### config.mk
export PLATFORM = sky130hd
export DESIGN_NAME = tna_queue
export DESIGN_NICKNAME = d
export VERILOG_FILES = /design/src/tna_queue.sv
export SDC_FILE = /design/constraint.sdc
export NUM_CORES = 1
export LEC_CHECK = 0
export BUFFER_PORTS_ARGS = -buffer_cell sky130_fd_sc_hd__clkbuf_2
export CAP_MARGIN = 20
export CORE_ASPECT_RATIO = 0.75
export CORE_MARGIN = 2
export CORE_UTILIZATION = 40
export CTS_CLUSTER_DIAMETER = 30
export DETAILED_ROUTE_END_ITERATION = 8
export GPL_ROUTABILITY_DRIVEN = 0
export GPL_TIMING_DRIVEN = 1
export SETUP_SLACK_MARGIN = 0.3
export SLEW_MARGIN = 20
export SYNTH_ARGS = -nofsm -noshare
export SYNTH_HDL_FRONTEND = slang
export SYNTH_SLANG_ARGS = --single-unit
### constraint.sdc
create_clock -name clk_i -period 5.1 [get_ports clk_i]
set_input_delay 1.02 -clock clk_i [delete_from_list [all_inputs] [get_ports clk_i]]
set_output_delay 1.02 -clock clk_i [all_outputs]
set_load 0.005 [all_outputs]
### src/tna_queue.sv
// ----------------------------------------------------------------------------
// Triangle normal and area: decoupling queue
// Small show-ahead queue between the front end and the back end.
// ----------------------------------------------------------------------------
`default_nettype none

module tna_queue #(
  parameter int unsigned Width = 8,
  parameter int unsigned Depth = 16
) (
  input  logic             clk_i,
  input  logic             rst_ni,
  input  logic             push_i,
  input  logic [Width-1:0] data_i,
  input  logic             pop_i,
  output logic [Width-1:0] data_o,
  output logic             empty_o
);

  localparam int unsigned AW = $clog2(Depth);

  logic [Width-1:0] mem_q [Depth];
  logic [AW:0]      wr_q, rd_q;

  always_ff @(posedge clk_i or negedge rst_ni) begin
    if (!rst_ni) begin
      wr_q <= '0;
      rd_q <= '0;
    end else begin
      if (push_i) begin
        wr_q <= wr_q + (AW+1)'(1);
      end
      if (pop_i) begin
        rd_q <= rd_q + (AW+1)'(1);
      end
    end
  end

  always_ff @(posedge clk_i) begin
    if (push_i) begin
      mem_q[wr_q[AW-1:0]] <= data_i;
    end
  end

  assign data_o  = mem_q[rd_q[AW-1:0]];
  assign empty_o = (wr_q == rd_q);

endmodule

`default_nettype wire

After elaboration in Yosys (flattened, before gate mapping)
Memories as Yosys holds them, arrays and structs flattened.
Cells that the tools add are included.
- equal/unequal tests: 1
- add/subtract/negate cells: 2
- multiplexer cells: 2
- operators with widths (kind ; count):
    5-bit by 1-bit adder with 5-bit output (second input constant) ; 2
    5-bit equality test ; 1
    1-bit two-way mux ; 2
- input bits: 12
- memories: 1
- bits in writable memories: 128
- bits in registers: 10
- logic and storage cells: 8
- memories (name ; words ; bits a word ; rd ports ; clocked after memory_dff ; write ports ; line ; source):
    mem_q ; 16 ; 8 ; 1 ; 0 ; 1 ; 22 ; logic [Width-1:0] mem_q [Depth];

Longest topological paths before layout
- word-level depth: 2
- mapped depth: 6

Worst setup path before layout
Ideal clock, no wire load.
- kind: register to output
- start: register rd_q[1]
- end: output port data_o[6]
- path buffers: 2
- slack: 2.671 ns
- stages on the path, launching flop included: 6
- arrival time: 1.409 ns
- cells stage by stage: dfrtp_1 -> buf_2 -> clkbuf_1 -> mux4_2 -> a32oi_1 -> o21ai_1
- longest elaborated chain between the ends: 1
- RTL lines (item ; line ; source):
    start, declared ; 23 ; logic [AW:0] wr_q, rd_q;
    start signal, assigned ; 34 ; rd_q <= rd_q + (AW+1)'(1);
    memory 16 x 8 bit ; n/a ;
    end, declared ; 16 ; output logic [Width-1:0] data_o,
Every way passes these cells.

Worst setup path in the final report
- start: register rd_q[0]
- end: output port data_o[7]
Same word-level chain as after synthesis.

==> results.txt <==
post-DP HPWL: 7200 µm
# diodes: 0
sw frac: 29.1%
# rows: 37
clk sinks: 138
vertical die dimension: 106 µm
Worst Tran Pin Value: 1.02 ns
All-Layer GR Usage: 16.4%
post-cts sizing count: 0
maximum VDD drop: 0.000300 V
die area: 15000 µm²
DR iter-0 viols: 224
Final Hold Viols: 0
Initial DRT Pass Iterations: 5
fin util: 47.2%
Crit Reg-Reg Endpoint: mem_q[8][7]
Data arrival, critical path: 2.76 ns
Crit Path Category: flop to output port
Worst Path Required: 4.08 ns
vias in the first global route: 2771
Setup TNS: 0 ns
crit start category: flop
htree depth: 4
Die W: 141 µm
clock slew at reported path FFs: 0.06 ns
MaxCap Viol Count: 0
Synth Net Count: 306
sequential power share: 41.5%
worst r2r path cells: 4
initial antenna violation count: 0
yosys warns: 0
drc violations: 0
RSZ-0062 raised after global routing: false
layout cells sized above 1: 20.2%
status: completed
clk_lat worst skew: 0.41 ns
largest net degree at the start of global routing: 33
Detail Route Antenna Nets: 0
P_leak: 0.00222 µW
Root Driver: clkbuf_16
area share of the largest cell type after synthesis: 68.7%
fmax: 264 MHz
Synth cell types: 28
num ports: 21
Max FO, Critical Path: 16
Comb pwr share: 24.1%
Max Buffers Root-to-Sink: 2
vias per cell: 5.40
Fin Clk Skew: 0.00825 ns
Clock Power Share: 34.3%
TritonCTS clock tree: yes
Inserted Clock Buffers: 17
Psw: 1100 µW
floorplan core area: 13700 µm²
global-route wire length before repair: 17300 µm
PwrDens: 587 nW/µm²
fillers: 1159
Tcrit/Tclk final: 74.2%
Area contributors post-synth: edfxtp_1, mux4_1, dfrtp_1
most common cell after layout, fill and taps aside: edfxtp_1
final net count: 331
post-CTS setup buffer count: 0
cell taking the most area after synthesis: edfxtp_1
reg2reg setup slack: 3.10 ns
drt wl/cell: 22.3 µm
critical path endpoint category: output port
Final Setup Violations: 0
total length of routed wires: 11200 µm
max-slew violations: 0
DR vias: 2703
Slew HR: 31.9%
Int Power: 2690 µW
gr ovfl total: 0
Async SR Flop Fraction: 7.25%
Starting Density: 40.8%
Hold Buf Count CTS: 0
Synth Cell Area: 5590 µm²
hold crit path type: input port to async pin
Syn Area/Cell: 19.4 µm²
minimum clock period: 3.78 ns
Post-Syn Instances: 288
PortBufs: 20
Post-synth top flop: edfxtp_1
worst r2r src: wr_q[0]
post-synthesis sequential area ratio: 73.2%
Layout area overhead: 15.6%
EDFF count, synth: 128
Yosys reg bits: 138
most frequent cells in the layout: edfxtp_1, mux2i_1, clkbuf_2, clkbuf_16, nor2_1
## layer usage
layer	share of wire, %	global-route usage (%)
met1	47	23.1
met2	47	24.8
met3	5.2	5.09
met4	0.56	4.71
met5	0	0
## worst max path at each step
stage	start	endpoint	slack, ns	cells past startpoint
floorplan	rd_q[1]	data_o[6]	2.67	5
finish	rd_q[0]	data_o[7]	1.32	6
CTS	rd_q[0]	data_o[7]	1.24	6
global placement	rd_q[0]	data_o[1]	1.75	5
detailed placement	rd_q[0]	data_o[7]	1.69	6
global route	rd_q[0]	data_o[7]	1.05	6
## cell type report
| type | count | area [µm²] | share of cell area (%) |
|---|---|---|---|
| clock buffer | 18 | 429 | 6.64 |
| inverter | 3 | 11.3 | 0.174 |
| multi-input combinational | 131 | 1390 | 21.6 |
| sequential | 138 | 4100 | 63.3 |
| clock inverter | 14 | 203 | 3.13 |
| tap | 175 | 219 | 3.39 |
| timing repair buffer | 22 | 115 | 1.78 |
## synthesized netlist by cell type, types with 6 or more instances
library cell	instances
mux2i_1	24
a32oi_1	8
buf_2	6
ha_1	6
mux4_1	14
o21ai_1	8
xnor2_1	8
nand2_1	9
dfrtp_1	10
nor2_1	15
a22oi_1	8
edfxtp_1	128
mux4_2	10
## stage by stage
step	instances	worst slack, ns	hold WS [ns]	cell area, µm²	power, µW
finish	501	1.32	0.473	6470	3800
global route	501	1.05	0.469	6470	3980
CTS	501	1.24	0.467	6470	3830
detailed placement	469	1.69	0.480	5830	2520
global placement	469	1.75	0.475	5830	2510
floorplan	288	2.67	0.462	5590	2230
## registers in the layout, indices dropped and copies added (netlist names)
name and flops:
wr_q 5, mem_q 128, rd_q 5
## worst max-delay path, cell delays in order, from the launching register on
cell	delay, ns
dfrtp_1	0.81
buf_4	0.41
and2b_2	0.32
a22oi_1	0.30
a32oi_1	0.17
o21ai_1	0.18
clkbuf_2	0.14
## power groups by stage
stage	logic, µW	clock network, µW	registers [µW]
4_1_cts	926	1320	1580
3_5_place_dp	918	0	1600
6_report	917	1300	1580
3_3_place_gp	910	0	1600
5_1_grt	1000	1380	1600
2_1_floorplan	785	0	1440
## cell families after synthesis
kind of cell | share of synthesized area (%)
flops | 73.2
simple gates | 3.13
mux | 15.1
compound gates | 3.13
xor+xnor | 2.04
fa+ha+maj | 1.34
buf+inv | 2.04
No activity file was read; power rests on OpenSTA's default activity.
